==> src/sv/rwlm_pkg.sv <==
package rwlm_pkg;

    localparam int unsigned REQUESTERS_DEF  = 16;
    localparam int unsigned MAX_NESTING_DEF = 255;

    localparam int unsigned ID_W     = 4;
    localparam int unsigned OP_W     = 2;
    localparam int unsigned RESP_W   = 3;
    localparam int unsigned STATE_W  = 2;
    localparam int unsigned WAKE_W   = 2;
    localparam int unsigned READERS_W = 12;

    localparam logic [READERS_W-1:0] READER_CAP = 12'd4095;

    localparam logic [OP_W-1:0] OP_READ_LOCK  = 2'd0;
    localparam logic [OP_W-1:0] OP_WRITE_LOCK = 2'd1;
    localparam logic [OP_W-1:0] OP_UNLOCK     = 2'd2;

    localparam logic [RESP_W-1:0] RESP_GRANTED       = 3'd0;
    localparam logic [RESP_W-1:0] RESP_WAIT          = 3'd1;
    localparam logic [RESP_W-1:0] RESP_WRITE_READING = 3'd2;
    localparam logic [RESP_W-1:0] RESP_NOT_HELD      = 3'd3;
    localparam logic [RESP_W-1:0] RESP_OVERFLOW      = 3'd4;

    localparam logic [STATE_W-1:0] LOCK_FREE  = 2'd0;
    localparam logic [STATE_W-1:0] LOCK_READ  = 2'd1;
    localparam logic [STATE_W-1:0] LOCK_WRITE = 2'd2;

    localparam logic [WAKE_W-1:0] WAKE_NONE    = 2'd0;
    localparam logic [WAKE_W-1:0] WAKE_WRITER  = 2'd1;
    localparam logic [WAKE_W-1:0] WAKE_READERS = 2'd2;

    typedef struct packed {
        logic [WAKE_W-1:0]  wake;
        logic [STATE_W-1:0] own_state;
        logic [STATE_W-1:0] lock_state;
        logic [RESP_W-1:0]  response;
    } result_t;

    typedef enum logic [0:0] {
        ST_IDLE,
        ST_EXEC
    } fsm_state_t;

endpackage

==> src/sv/reader_writer_lock_manager_core.sv <==
// Each accepted request reads its requester's read nesting from a one-port-read RAM,
// and once the output can take a new result the decision is made, written back and registered as the result.
// The result is offered once registered; no new request is taken until the previous
// one has been decided, written back and registered.
// While a result waits for m_tready, one more request is taken and held until it drains.
// Synchronous active-low reset clears all lock state and the per-entry valid bits.
module reader_writer_lock_manager_core #(
    parameter int unsigned REQUESTERS  = rwlm_pkg::REQUESTERS_DEF,
    parameter int unsigned MAX_NESTING = rwlm_pkg::MAX_NESTING_DEF
) (
    input  logic        aclk,
    input  logic        aresetn,
    input  logic        s_tvalid,
    output logic        s_tready,
    input  logic [7:0]  s_tdata,   // requester [3:0], operation [5:4], zero [7:6]
    output logic        m_tvalid,
    input  logic        m_tready,
    output logic [15:0] m_tdata    // response [2:0], lock_state [4:3], own_state [6:5],
                                   // wake [8:7], zero [15:9]
);

    localparam int unsigned AW = $clog2(REQUESTERS);
    localparam int unsigned NW = $clog2(MAX_NESTING + 1);
    localparam int unsigned XW = (AW > rwlm_pkg::ID_W) ? AW : rwlm_pkg::ID_W;

    rwlm_pkg::fsm_state_t            state_reg, state_next;
    logic [rwlm_pkg::ID_W-1:0]       requester_reg;
    logic [rwlm_pkg::OP_W-1:0]       operation_reg;
    logic [REQUESTERS-1:0]           valid_reg;
    logic                            m_tvalid_reg;
    rwlm_pkg::result_t               result_reg;

    logic                            accept;
    logic                            fire;
    logic [XW-1:0]                   in_ext;
    logic [XW-1:0]                   cur_ext;
    logic [AW-1:0]                   in_addr;
    logic [AW-1:0]                   cur_addr;
    logic [NW-1:0]                   ram_rdata;
    logic [NW-1:0]                   rd_nesting;
    logic                            nest_we;
    logic [NW-1:0]                   nest_wdata;
    rwlm_pkg::result_t               result;

    assign in_ext   = XW'(s_tdata[3:0]);
    assign cur_ext  = XW'(requester_reg);
    assign in_addr  = in_ext[AW-1:0];
    assign cur_addr = cur_ext[AW-1:0];

    always_comb begin
        state_next = state_reg;
        case (state_reg)
            rwlm_pkg::ST_IDLE: begin
                if (s_tvalid) begin
                    state_next = rwlm_pkg::ST_EXEC;
                end
            end
            rwlm_pkg::ST_EXEC: begin
                if (!m_tvalid_reg || m_tready) begin
                    state_next = rwlm_pkg::ST_IDLE;
                end
            end
            default: begin
                state_next = rwlm_pkg::ST_IDLE;
            end
        endcase
    end

    always_comb begin
        s_tready = 1'b0;
        fire     = 1'b0;
        case (state_reg)
            rwlm_pkg::ST_IDLE: begin
                s_tready = 1'b1;
            end
            rwlm_pkg::ST_EXEC: begin
                fire = !m_tvalid_reg || m_tready;
            end
            default: begin
                s_tready = 1'b0;
            end
        endcase
    end

    assign accept = s_tvalid && s_tready;

    always_ff @(posedge aclk) begin
        if (!aresetn) begin
            state_reg    <= rwlm_pkg::ST_IDLE;
            valid_reg    <= '0;
            m_tvalid_reg <= 1'b0;
        end else begin
            state_reg <= state_next;
            if (fire && nest_we) begin
                valid_reg[cur_addr] <= 1'b1;
            end
            if (fire) begin
                m_tvalid_reg <= 1'b1;
            end else if (m_tready) begin
                m_tvalid_reg <= 1'b0;
            end
        end
    end

    always_ff @(posedge aclk) begin
        if (accept) begin
            requester_reg <= s_tdata[3:0];
            operation_reg <= s_tdata[5:4];
        end
        if (fire) begin
            result_reg <= result;
        end
    end

    rwlm_ram #(
        .WIDTH (NW),
        .DEPTH (REQUESTERS)
    ) u_nest_ram (
        .aclk  (aclk),
        .we    (fire && nest_we),
        .waddr (cur_addr),
        .wdata (nest_wdata),
        .re    (accept),
        .raddr (in_addr),
        .rdata (ram_rdata)
    );

    assign rd_nesting = valid_reg[cur_addr] ? ram_rdata : '0;

    rwlm_engine #(
        .REQUESTERS  (REQUESTERS),
        .MAX_NESTING (MAX_NESTING)
    ) u_engine (
        .aclk       (aclk),
        .aresetn    (aresetn),
        .fire       (fire),
        .requester  (requester_reg),
        .operation  (operation_reg),
        .addr       (cur_addr),
        .rd_nesting (rd_nesting),
        .nest_we    (nest_we),
        .nest_wdata (nest_wdata),
        .result     (result)
    );

    assign m_tvalid = m_tvalid_reg;
    assign m_tdata  = {7'd0, result_reg.wake, result_reg.own_state,
                       result_reg.lock_state, result_reg.response};

endmodule

==> src/sv/rwlm_ram.sv <==
module rwlm_ram #(
    parameter int unsigned WIDTH = 8,
    parameter int unsigned DEPTH = 16
) (
    input  logic                     aclk,
    input  logic                     we,
    input  logic [$clog2(DEPTH)-1:0] waddr,
    input  logic [WIDTH-1:0]         wdata,
    input  logic                     re,
    input  logic [$clog2(DEPTH)-1:0] raddr,
    output logic [WIDTH-1:0]         rdata
);

    logic [WIDTH-1:0] mem [DEPTH];
    logic [WIDTH-1:0] rdata_reg;

    always_ff @(posedge aclk) begin
        if (we) begin
            mem[waddr] <= wdata;
        end
        if (re) begin
            rdata_reg <= mem[raddr];
        end
    end

    assign rdata = rdata_reg;

endmodule

==> src/sv/rwlm_engine.sv <==
module rwlm_engine #(
    parameter int unsigned REQUESTERS  = rwlm_pkg::REQUESTERS_DEF,
    parameter int unsigned MAX_NESTING = rwlm_pkg::MAX_NESTING_DEF
) (
    input  logic                                aclk,
    input  logic                                aresetn,
    input  logic                                fire,
    input  logic [rwlm_pkg::ID_W-1:0]           requester,
    input  logic [rwlm_pkg::OP_W-1:0]           operation,
    input  logic [$clog2(REQUESTERS)-1:0]       addr,
    input  logic [$clog2(MAX_NESTING+1)-1:0]    rd_nesting,
    output logic                                nest_we,
    output logic [$clog2(MAX_NESTING+1)-1:0]    nest_wdata,
    output rwlm_pkg::result_t                   result
);

    localparam int unsigned NW = $clog2(MAX_NESTING + 1);
    localparam int unsigned RW = rwlm_pkg::READERS_W;

    localparam logic [NW-1:0] NEST_MAX = NW'(MAX_NESTING);

    logic [RW-1:0]                 total_readers_reg, total_readers_next;
    logic [NW-1:0]                 writer_nesting_reg, writer_nesting_next;
    logic [rwlm_pkg::ID_W-1:0]     writer_owner_reg, writer_owner_next;
    logic [REQUESTERS-1:0]         waiting_writer_reg, waiting_writer_next;
    logic [REQUESTERS-1:0]         waiting_reader_reg, waiting_reader_next;

    logic                          known;
    logic [REQUESTERS-1:0]         me_bit;
    logic [REQUESTERS-1:0]         ww_clr;
    logic [REQUESTERS-1:0]         wr_clr;
    logic                          owns;
    logic                          grant;
    logic [NW-1:0]                 rn_next;
    logic [rwlm_pkg::RESP_W-1:0]   resp;
    logic [rwlm_pkg::WAKE_W-1:0]   wake;

    assign known  = 32'(requester) < 32'(REQUESTERS);
    assign me_bit = {{(REQUESTERS-1){1'b0}}, 1'b1} << addr;
    assign ww_clr = waiting_writer_reg & ~me_bit;
    assign wr_clr = waiting_reader_reg & ~me_bit;
    assign owns   = (writer_nesting_reg != '0) && (writer_owner_reg == requester);
    assign grant  = owns || (rd_nesting != '0) ||
                    ((writer_nesting_reg == '0) && !(|ww_clr));

    always_comb begin
        total_readers_next  = total_readers_reg;
        writer_nesting_next = writer_nesting_reg;
        writer_owner_next   = writer_owner_reg;
        waiting_writer_next = waiting_writer_reg;
        waiting_reader_next = waiting_reader_reg;
        rn_next             = rd_nesting;
        resp                = rwlm_pkg::RESP_GRANTED;
        wake                = rwlm_pkg::WAKE_NONE;
        nest_we             = 1'b0;

        if (!known) begin
            resp = rwlm_pkg::RESP_NOT_HELD;
        end else begin
            case (operation)
                rwlm_pkg::OP_READ_LOCK: begin
                    waiting_writer_next = ww_clr;
                    waiting_reader_next = wr_clr;
                    if (!grant) begin
                        resp                = rwlm_pkg::RESP_WAIT;
                        waiting_reader_next = wr_clr | me_bit;
                    end else if ((rd_nesting >= NEST_MAX) ||
                                 (total_readers_reg >= rwlm_pkg::READER_CAP)) begin
                        resp = rwlm_pkg::RESP_OVERFLOW;
                    end else begin
                        rn_next            = rd_nesting + NW'(1);
                        total_readers_next = total_readers_reg + RW'(1);
                        nest_we            = 1'b1;
                    end
                end
                rwlm_pkg::OP_WRITE_LOCK: begin
                    if ((total_readers_reg != '0) && (rd_nesting != '0)) begin
                        resp = rwlm_pkg::RESP_WRITE_READING;
                    end else begin
                        waiting_writer_next = ww_clr;
                        waiting_reader_next = wr_clr;
                        if ((total_readers_reg != '0) ||
                            ((writer_nesting_reg != '0) && (writer_owner_reg != requester))) begin
                            resp                = rwlm_pkg::RESP_WAIT;
                            waiting_writer_next = ww_clr | me_bit;
                        end else if (writer_nesting_reg >= NEST_MAX) begin
                            resp = rwlm_pkg::RESP_OVERFLOW;
                        end else begin
                            writer_owner_next   = requester;
                            writer_nesting_next = writer_nesting_reg + NW'(1);
                        end
                    end
                end
                rwlm_pkg::OP_UNLOCK: begin
                    if (total_readers_reg != '0) begin
                        if (rd_nesting == '0) begin
                            resp = rwlm_pkg::RESP_NOT_HELD;
                        end else begin
                            rn_next            = rd_nesting - NW'(1);
                            total_readers_next = total_readers_reg - RW'(1);
                            nest_we            = 1'b1;
                        end
                    end else if (owns) begin
                        writer_nesting_next = writer_nesting_reg - NW'(1);
                    end else begin
                        resp = rwlm_pkg::RESP_NOT_HELD;
                    end
                    if ((resp == rwlm_pkg::RESP_GRANTED) && (total_readers_next == '0) &&
                        (writer_nesting_next == '0)) begin
                        if (|waiting_writer_reg) begin
                            wake = rwlm_pkg::WAKE_WRITER;
                        end else if (|waiting_reader_reg) begin
                            wake = rwlm_pkg::WAKE_READERS;
                        end
                    end
                end
                default: begin
                    resp = rwlm_pkg::RESP_GRANTED;
                end
            endcase
        end
    end

    always_comb begin
        result.response = resp;
        result.wake     = wake;
        if (writer_nesting_next != '0) begin
            result.lock_state = rwlm_pkg::LOCK_WRITE;
        end else if (total_readers_next != '0) begin
            result.lock_state = rwlm_pkg::LOCK_READ;
        end else begin
            result.lock_state = rwlm_pkg::LOCK_FREE;
        end
        result.own_state = rwlm_pkg::LOCK_FREE;
        if (known) begin
            if ((writer_nesting_next != '0) && (writer_owner_next == requester)) begin
                result.own_state = rwlm_pkg::LOCK_WRITE;
            end else if ((total_readers_next != '0) && (rn_next != '0)) begin
                result.own_state = rwlm_pkg::LOCK_READ;
            end
        end
    end

    assign nest_wdata = rn_next;

    always_ff @(posedge aclk) begin
        if (!aresetn) begin
            total_readers_reg  <= '0;
            writer_nesting_reg <= '0;
            writer_owner_reg   <= '0;
            waiting_writer_reg <= '0;
            waiting_reader_reg <= '0;
        end else if (fire) begin
            total_readers_reg  <= total_readers_next;
            writer_nesting_reg <= writer_nesting_next;
            writer_owner_reg   <= writer_owner_next;
            waiting_writer_reg <= waiting_writer_next;
            waiting_reader_reg <= waiting_reader_next;
        end
    end

endmodule
==> config.mk <==
export PLATFORM = sky130hd
export DESIGN_NAME = reader_writer_lock_manager_core
export DESIGN_NICKNAME = d
export VERILOG_FILES = /design/src/sv/rwlm_pkg.sv /design/src/sv/reader_writer_lock_manager_core.sv /design/src/sv/rwlm_ram.sv /design/src/sv/rwlm_engine.sv
export SDC_FILE = /design/constraint.sdc
export NUM_CORES = 1
export LEC_CHECK = 0
export ABC_AREA = 1
export ABC_CLOCK_PERIOD_IN_PS = 7000
export BUFFER_PORTS_ARGS = -buffer_cell sky130_fd_sc_hd__buf_4
export CAP_MARGIN = 20
export CORE_UTILIZATION = 65
export CTS_CLUSTER_DIAMETER = 40
export DETAILED_ROUTE_END_ITERATION = 7
export GPL_ROUTABILITY_DRIVEN = 0
export GPL_TIMING_DRIVEN = 0
export PLACE_DENSITY_LB_ADDON = 0.25
export SYNTH_ARGS = -nofsm -noshare
export SYNTH_HDL_FRONTEND = slang
export SYNTH_SLANG_ARGS = --single-unit
export TNS_END_PERCENT = 100
==> constraint.sdc <==
create_clock -name aclk -period 7 [get_ports aclk]
set_input_delay 0.7 -clock aclk [delete_from_list [all_inputs] [get_ports aclk]]
set_output_delay 0.7 -clock aclk [all_outputs]
set_load 0.02 [all_outputs]
==> flow_metrics.tcl, run 1 <==
set metrics [dict create \
    total_power_mw 3.70 \
    cp.required_ps 7260 \
    route.detailed.drc 0 \
    fin_crit_sh_pct 61.6 \
    ant_nets 0 \
    arrival_ps 4570 \
    dpl.cell_count 1677 \
    cpPeakStageDelay_ps 610 \
    critPathLaunchType "flip-flop" \
    powerDensity_mw_per_mm2 266 \
    routed_via_density 6.28 \
    clock-sinks 225 \
    reg2regPathDepth 27 \
    clk_latency_ps 510 \
    seq_area_mm2 0.00602 \
    synthXorXnorAreaFrac_pct 1.85 \
    rr_endpoint "m_tdata[5]" \
    finalWirelength_um 34100 \
    hold_violations 0 \
    outcome "completed" \
    netSwitchingFraction_pct 28.2 \
    postCtsResizedCells 0 \
    hp-start "s_tdata[4]" \
    hold_class "input pin to flip-flop" \
    crit_cells 27 \
    fmax_mhz 232 \
    utilization_pct 76.2 \
    cts_buffer_depth 3 \
    fill_cells 1254 \
    crit_type "flip-flop to flip-flop" \
    start_util_pct 67.3 \
    muxShareOfSynthArea_pct 2.60 \
    io_buffers 20 \
    worstHoldEndpoint "operation_reg[0]" \
    postCtsSetupRepairBufs 0 \
    crit_family "simple AND/OR/NAND/NOR gates" \
    multi_input_area_mm2 0.00529 \
    fin_setup_tns_ps 0 \
    die_y_um 140 \
    core_mm2 0.0183 \
    synthAdderAreaFrac_pct 1.12 \
    min_period_ps 4310 \
    synth_area_per_cell_um2 8.67 \
    synth_seq_cells 225 \
    grt_pass1_vias 10355 \
    syn_to_final_growth_pct 13.1 \
    rsz0062_at_grt "no" \
    synth_top_family_by_area "simple AND/OR/NAND/NOR gates" \
    rows 49 \
    stdcell_count 1738 \
    ir_worst_vdd_mv 0.230 \
    combPwrFrac_pct 14.9 \
    tightest_slew_ps 1080 \
    finClkSkew_ps 32.5 \
    reg2reg_from "cur_addr[0]" \
    numCtsBuffers 34 \
    grt_pass1_wl_um 53900 \
    p_leak_nw 5.70 \
    maxSlewHeadroom_pct 27.5 \
    die_x_um 140 \
    dieArea_mm2 0.0195 \
    clk_pin_slew_ps 60 \
    antenna_found_initial 0 \
    dr.pass1.iters 7 \
    synth_compound_area_share_pct 14.9 \
    h-tree-depth 2 \
    worst-r2r-setup-slack_ps 2690 \
    track_usage_pct 35.5 \
    switching_power_mw 1.05 \
    cts_tree "yes" \
    grt_overflow_total 0 \
    power.internal_mw 2.66 \
    drive_above_1_share_pct 11.9 \
    num_vias 10906 \
    crit_fanout 17 \
    wl_per_cell_um 19.6 \
    synth_cell_types 51 \
    endpoint_kind "flip-flop" \
    syn-cell-area_mm2 0.0123 \
    hold_buffers 0 \
    grt_max_degree 18 \
    maxSlewViolCount 0 \
    p_seq_share_pct 39.7 \
    yosys_warnings 0 \
    yosysSeqAreaShare_pct 48.9 \
    dr.first_iter.drc_count 1276 \
    worst_path_max_delay_cell "nand3_1" \
    yosys.area_share.simple_pct 22.3 \
    cpMostUsedCell "nand2_1" \
    root_buffer "clkbuf_16" \
    netlist_instances 1419 \
    hold_path_depth 1 \
    setup_violations 0 \
    antenna_cells 0 \
    post-route-cell-area_mm2 0.0139 \
    pin_count 30 \
    maxCapViolCount 0 \
    path_buf_inv 4 \
    dpl-instance-area_mm2 0.0128 \
    fin_nets 1507 \
    power_frac_clock_pct 45.4 \
    hpwl_um 23600 \
]
[Yosys cell counts (all sizes together)]
master  instances  area share, %
a211oi         18            1.1
a21boi          1          0.092
a21oi          65            2.7
a31o            1          0.071
and3            1          0.051
buf            29            1.5
clkbuf         43            1.3
clkinv          3          0.092
conb            1          0.030
dfxtp          74             12
edfxtp        151             37
ha             11            1.1
inv           174            5.3
mux2i          32            2.6
nand2         280            9.3
nand3          92            4.0
nand3b          1          0.061
nand4          19            1.0
nor2          110            5.0
nor3           63            2.6
nor3b           1          0.061
nor4            2           0.10
o211ai         40            2.5
o21a           32            2.0
o21ai         130            5.4
o221ai          1          0.071
o22ai          14           0.71
o31ai           1          0.061
o41ai           2           0.30
or2             1          0.051
xnor2           1          0.071
xor2           25            1.8
[how the worst max path moves through the flow]
stage	startpoint	end	slack, ps
2_1_floorplan	cur_addr[0]	u_nest_ram.mem[8][0]	3850
3_3_place_gp	cur_addr[0]	m_tdata[5]	2900
3_5_place_dp	cur_addr[0]	m_tdata[5]	2790
5_1_grt	cur_addr[0]	m_tdata[5]	2360
4_1_cts	cur_addr[0]	m_tdata[5]	2760
6_report	cur_addr[0]	m_tdata[5]	2690
[cell type report]
| cell class | instances | area share (%) |
|---|---|---|
| sequential | 225 | 43.2 |
| multi-input combinational | 951 | 38.0 |
| clock buffer | 45 | 6.86 |
| inverter | 177 | 4.77 |
| buffer | 72 | 2.52 |
| tap | 229 | 2.06 |
| clock inverter | 16 | 1.29 |
| timing repair buffer | 23 | 1.24 |
[power groups by stage]
stage	Clock, mW	Combinational (mW)	Sequential, mW
detailed placement	0	0.523	1.50
global route	1.74	0.589	1.47
global placement	0	0.506	1.50
floorplan	0	0.365	1.50
CTS	1.68	0.531	1.47
finish	1.68	0.551	1.47
[cells in the final DEF, fill, tap and decap left out, types with 5 or more instances in the layout]
cell type,count
nand2_1,263
inv_1,154
edfxtp_1,151
o21ai_0,93
nand3_1,88
nor2_1,80
dfxtp_1,74
a21oi_1,63
nor3_1,61
clkbuf_1,50
o211ai_1,39
clkbuf_16,36
o21ai_1,35
buf_4,34
o21a_1,32
mux2i_1,32
xor2_1,25
inv_2,20
nand4_1,18
a211oi_1,18
nor2_4,17
o22ai_1,14
ha_1,11
nand2_2,10
nor2_2,10
buf_2,7
buf_1,7
conb_1,7
nand2_4,5
inv_6,5
[stage by stage]
step                      setup slack (ps)  hold WS (ps)
final                                 2690           372
after global routing                  2360           364
after CTS                             2760           367
after detailed placement              2790           453
after global placement                2900           446
after floorplan                       3850           441
[cell families after synthesis]
family | Yosys count
AND/OR/NAND/NOR | 570
AO/OA/AOI/OAI | 305
buffers and inverters | 249
flip-flops | 225
multiplexers | 32
XOR/XNOR | 26
adder cells (fa/ha/maj) | 11
other | 1
[worst reg2reg max path, cell delays in order, from the launching register on]
cell and delay, ps:
edfxtp_1 500, inv_2 230, nand2_1 70, nand2_1 60
nand2_1 50, nand2_1 100, nand2_1 70, nand2_2 130
inv_2 80, nand2_8 130, nand2_2 100, inv_1 110
ha_1 200, nand2_1 60, inv_1 80, nand3_4 120
nor2_8 150, nand2_4 110, nand2_8 130, nor2_8 80
nand2_1 70, nand2_1 50, nand3_1 60, nand3_1 610
nor2_1 330, nand2_1 80, nor2_1 220, nor2_1 80
[layer usage]
| metal | wire length (um) | global-route usage (%) |
|---|---|---|
| met4 | 1090 | 13.6 |
| met5 | 0 | 0 |
| met1 | 13300 | 46.3 |
| met3 | 3740 | 7.54 |
| met2 | 16000 | 58.3 |
Note: power is estimated with default switching activity, not from simulation.
==> inputs of run 2 (changes only) <==
--- a/config.mk
+++ b/config.mk
@@ -6,10 +6,10 @@
 export NUM_CORES = 1
 export LEC_CHECK = 0
 export ABC_AREA = 1
-export ABC_CLOCK_PERIOD_IN_PS = 7000
+export ABC_CLOCK_PERIOD_IN_PS = 4100
 export BUFFER_PORTS_ARGS = -buffer_cell sky130_fd_sc_hd__buf_4
 export CAP_MARGIN = 20
-export CORE_UTILIZATION = 65
+export CORE_UTILIZATION = 63
 export CTS_CLUSTER_DIAMETER = 40
 export DETAILED_ROUTE_END_ITERATION = 7
 export GPL_ROUTABILITY_DRIVEN = 0
==> constraint.sdc (replaced) <==
create_clock -name aclk -period 4.1 [get_ports aclk]
set_input_delay 0.41 -clock aclk [delete_from_list [all_inputs] [get_ports aclk]]
set_output_delay 0.41 -clock aclk [all_outputs]
set_load 0.02 [all_outputs]
==> run 2 against run 1 <==
First-iteration DRC count grew 17%. Largest power group unchanged. Clock skew shrank 2.1 ps. Register-to-register slack lost 2500 ps. Flip-flop and latch count is the same. Die area grew 3.1%.
==> flow_metrics.tcl, run 2 (synthesized netlist as in run 1, its figures left out) <==
set metrics [dict create \
    track_usage_pct 33.5 \
    fmax_mhz 254 \
    outcome "completed" \
    hold_violations 0 \
    total_power_mw 6.11 \
    antenna_cells 0 \
    critPathLaunchType "flip-flop" \
    crit_type "flip-flop to flip-flop" \
    cp.required_ps 4400 \
    min_period_ps 3930 \
    maxUsedRoutingLayer "met4" \
    rows 50 \
    syn_to_final_growth_pct 13.1 \
    drt-met1-wl_um 13200 \
    crit_fanout 17 \
    dr.first_iter.drc_count 1494 \
    numCtsBuffers 31 \
    pin_count 30 \
    drive_above_1_share_pct 12.8 \
    clk_pin_slew_ps 60 \
    ant_nets 0 \
    grt_pass1_wl_um 51900 \
    postCtsSetupRepairBufs 0 \
    hpwl_um 23300 \
    fill_cells 1379 \
    tightest_slew_ps 932 \
    antenna_found_initial 0 \
    route.detailed.drc 0 \
    finalWirelength_um 33400 \
    grt_pass1_vias 9656 \
    start_util_pct 65.1 \
    endpoint_kind "flip-flop" \
    p_leak_nw 5.68 \
    fin_setup_tns_ps 0 \
    wl_per_cell_um 18.9 \
    switching_power_mw 1.77 \
    root_buffer "clkbuf_16" \
    p_seq_share_pct 41.1 \
    arrival_ps 4230 \
    num_vias 10700 \
    cts_tree "yes" \
    core_mm2 0.0189 \
    fin_crit_sh_pct 95.9 \
    maxSlewViolCount 0 \
    finClkSkew_ps 30.4 \
    mostFrequentLayoutCells "261 x nand2_1, 154 x inv_1, 151 x edfxtp_1" \
    clk_latency_ps 570 \
    combPwrFrac_pct 15.1 \
    power_frac_clock_pct 43.8 \
    grt_max_degree 18 \
    die_x_um 142 \
    cts_buffer_depth 3 \
    io_buffers 20 \
    power.internal_mw 4.35 \
    ir_worst_vdd_mv 0.423 \
    utilization_pct 73.6 \
    h-tree-depth 1 \
    clock-sinks 225 \
    dieArea_mm2 0.0201 \
    maxCapViolCount 0 \
    hold_class "input pin to flip-flop" \
    grt_overflow_total 0 \
    fin_nets 1503 \
    dr.pass1.iters 6 \
    route.met3.wl_um 3720 \
    mostFrequentLayoutCell "nand2_1" \
    holdWs_ps 39.6 \
    powerDensity_mw_per_mm2 439 \
    maxSlewHeadroom_pct 37.8 \
    die_y_um 142 \
    rsz0062_at_grt "yes" \
    met2_length_um 15500 \
    setup_violations 0 \
    routed_via_density 6.06 \
    netSwitchingFraction_pct 28.9 \
]
-- run 2: routing by layer --
| metal | global-route usage [%] | up-vias |
|---|---|---|
| met5 | 0 | - |
| met1 | 46.7 | 4944 |
| met4 | 11.4 | 0 |
| met2 | 53.7 | 660 |
| li1 | - | 4983 |
| met3 | 5.23 | 113 |
-- run 2: timing repair --
| action | in CTS | in global routing |
|---|---|---|
| gates resized for setup | 4 | 10 |
| cloned | 0 | 0 |
| setup endpoints to repair | 2 | 45 |
| hold buffers | 0 | 0 |
| hold endpoints to repair | 0 | 0 |
-- run 2: path summary, 6_finish.rpt --
kind         slack, ps  depth (start not counted)      endpoint         start
max                170                         24    m_tdata[5]   cur_addr[0]
min reg2reg        460                          1  valid_reg[9]  valid_reg[9]
min                 40                          1   cur_addr[0]    s_tdata[0]
max reg2reg        170                         24    m_tdata[5]   cur_addr[0]
-- run 2: cell type report --
cell class	count	area, um^2	share of cell area [%]
Buffer	72	350	2.52
Clock buffer	34	787	5.66
Clock inverter	24	250	1.80
Inverter	177	664	4.78
Multi-Input combinational cell	951	5350	38.5
Sequential cell	225	6020	43.3
Tap cell	260	325	2.34
Timing Repair Buffer	22	165	1.19
-- run 2: metrics by stage --
stage | cell area, um^2 | worst slack (ps) | instances
floorplan | 12300 | 949 | 1425
CTS | 13900 | 5.00 | 1765
global route | 13900 | -97.1 | 1765
finish | 13900 | 168 | 1765
detailed placement | 12800 | -56.7 | 1707
global placement | 12800 | 25.5 | 1705
-- run 2: worst max-delay path, stage by stage (launching register included) --
cell and delay [ps]:
edfxtp_1 510, buf_6 200, nand2_1 60, nand2_1 50, nand2_1 50, nand2_1 50, nand2_1 80, nand2_2 90
nor2_4 210, nor2_1 120, inv_2 90, ha_1 170, inv_1 110, nor2_8 180, nand2_4 140, o21ai_1 350
inv_1 150, nand3_1 120, nand2_1 60, inv_2 50, nand2_2 230, nor2_1 210, nand2_1 80, nor2_1 210
nor2_1 70
-- run 2: power groups by stage --
stage,logic [mW],registers (mW),clock network [mW]
after global placement,0.866,2.56,0
after floorplan,0.623,2.56,0
after CTS,0.894,2.51,2.67
final,0.926,2.51,2.68
after global routing,0.999,2.51,2.77
after detailed placement,0.884,2.56,0
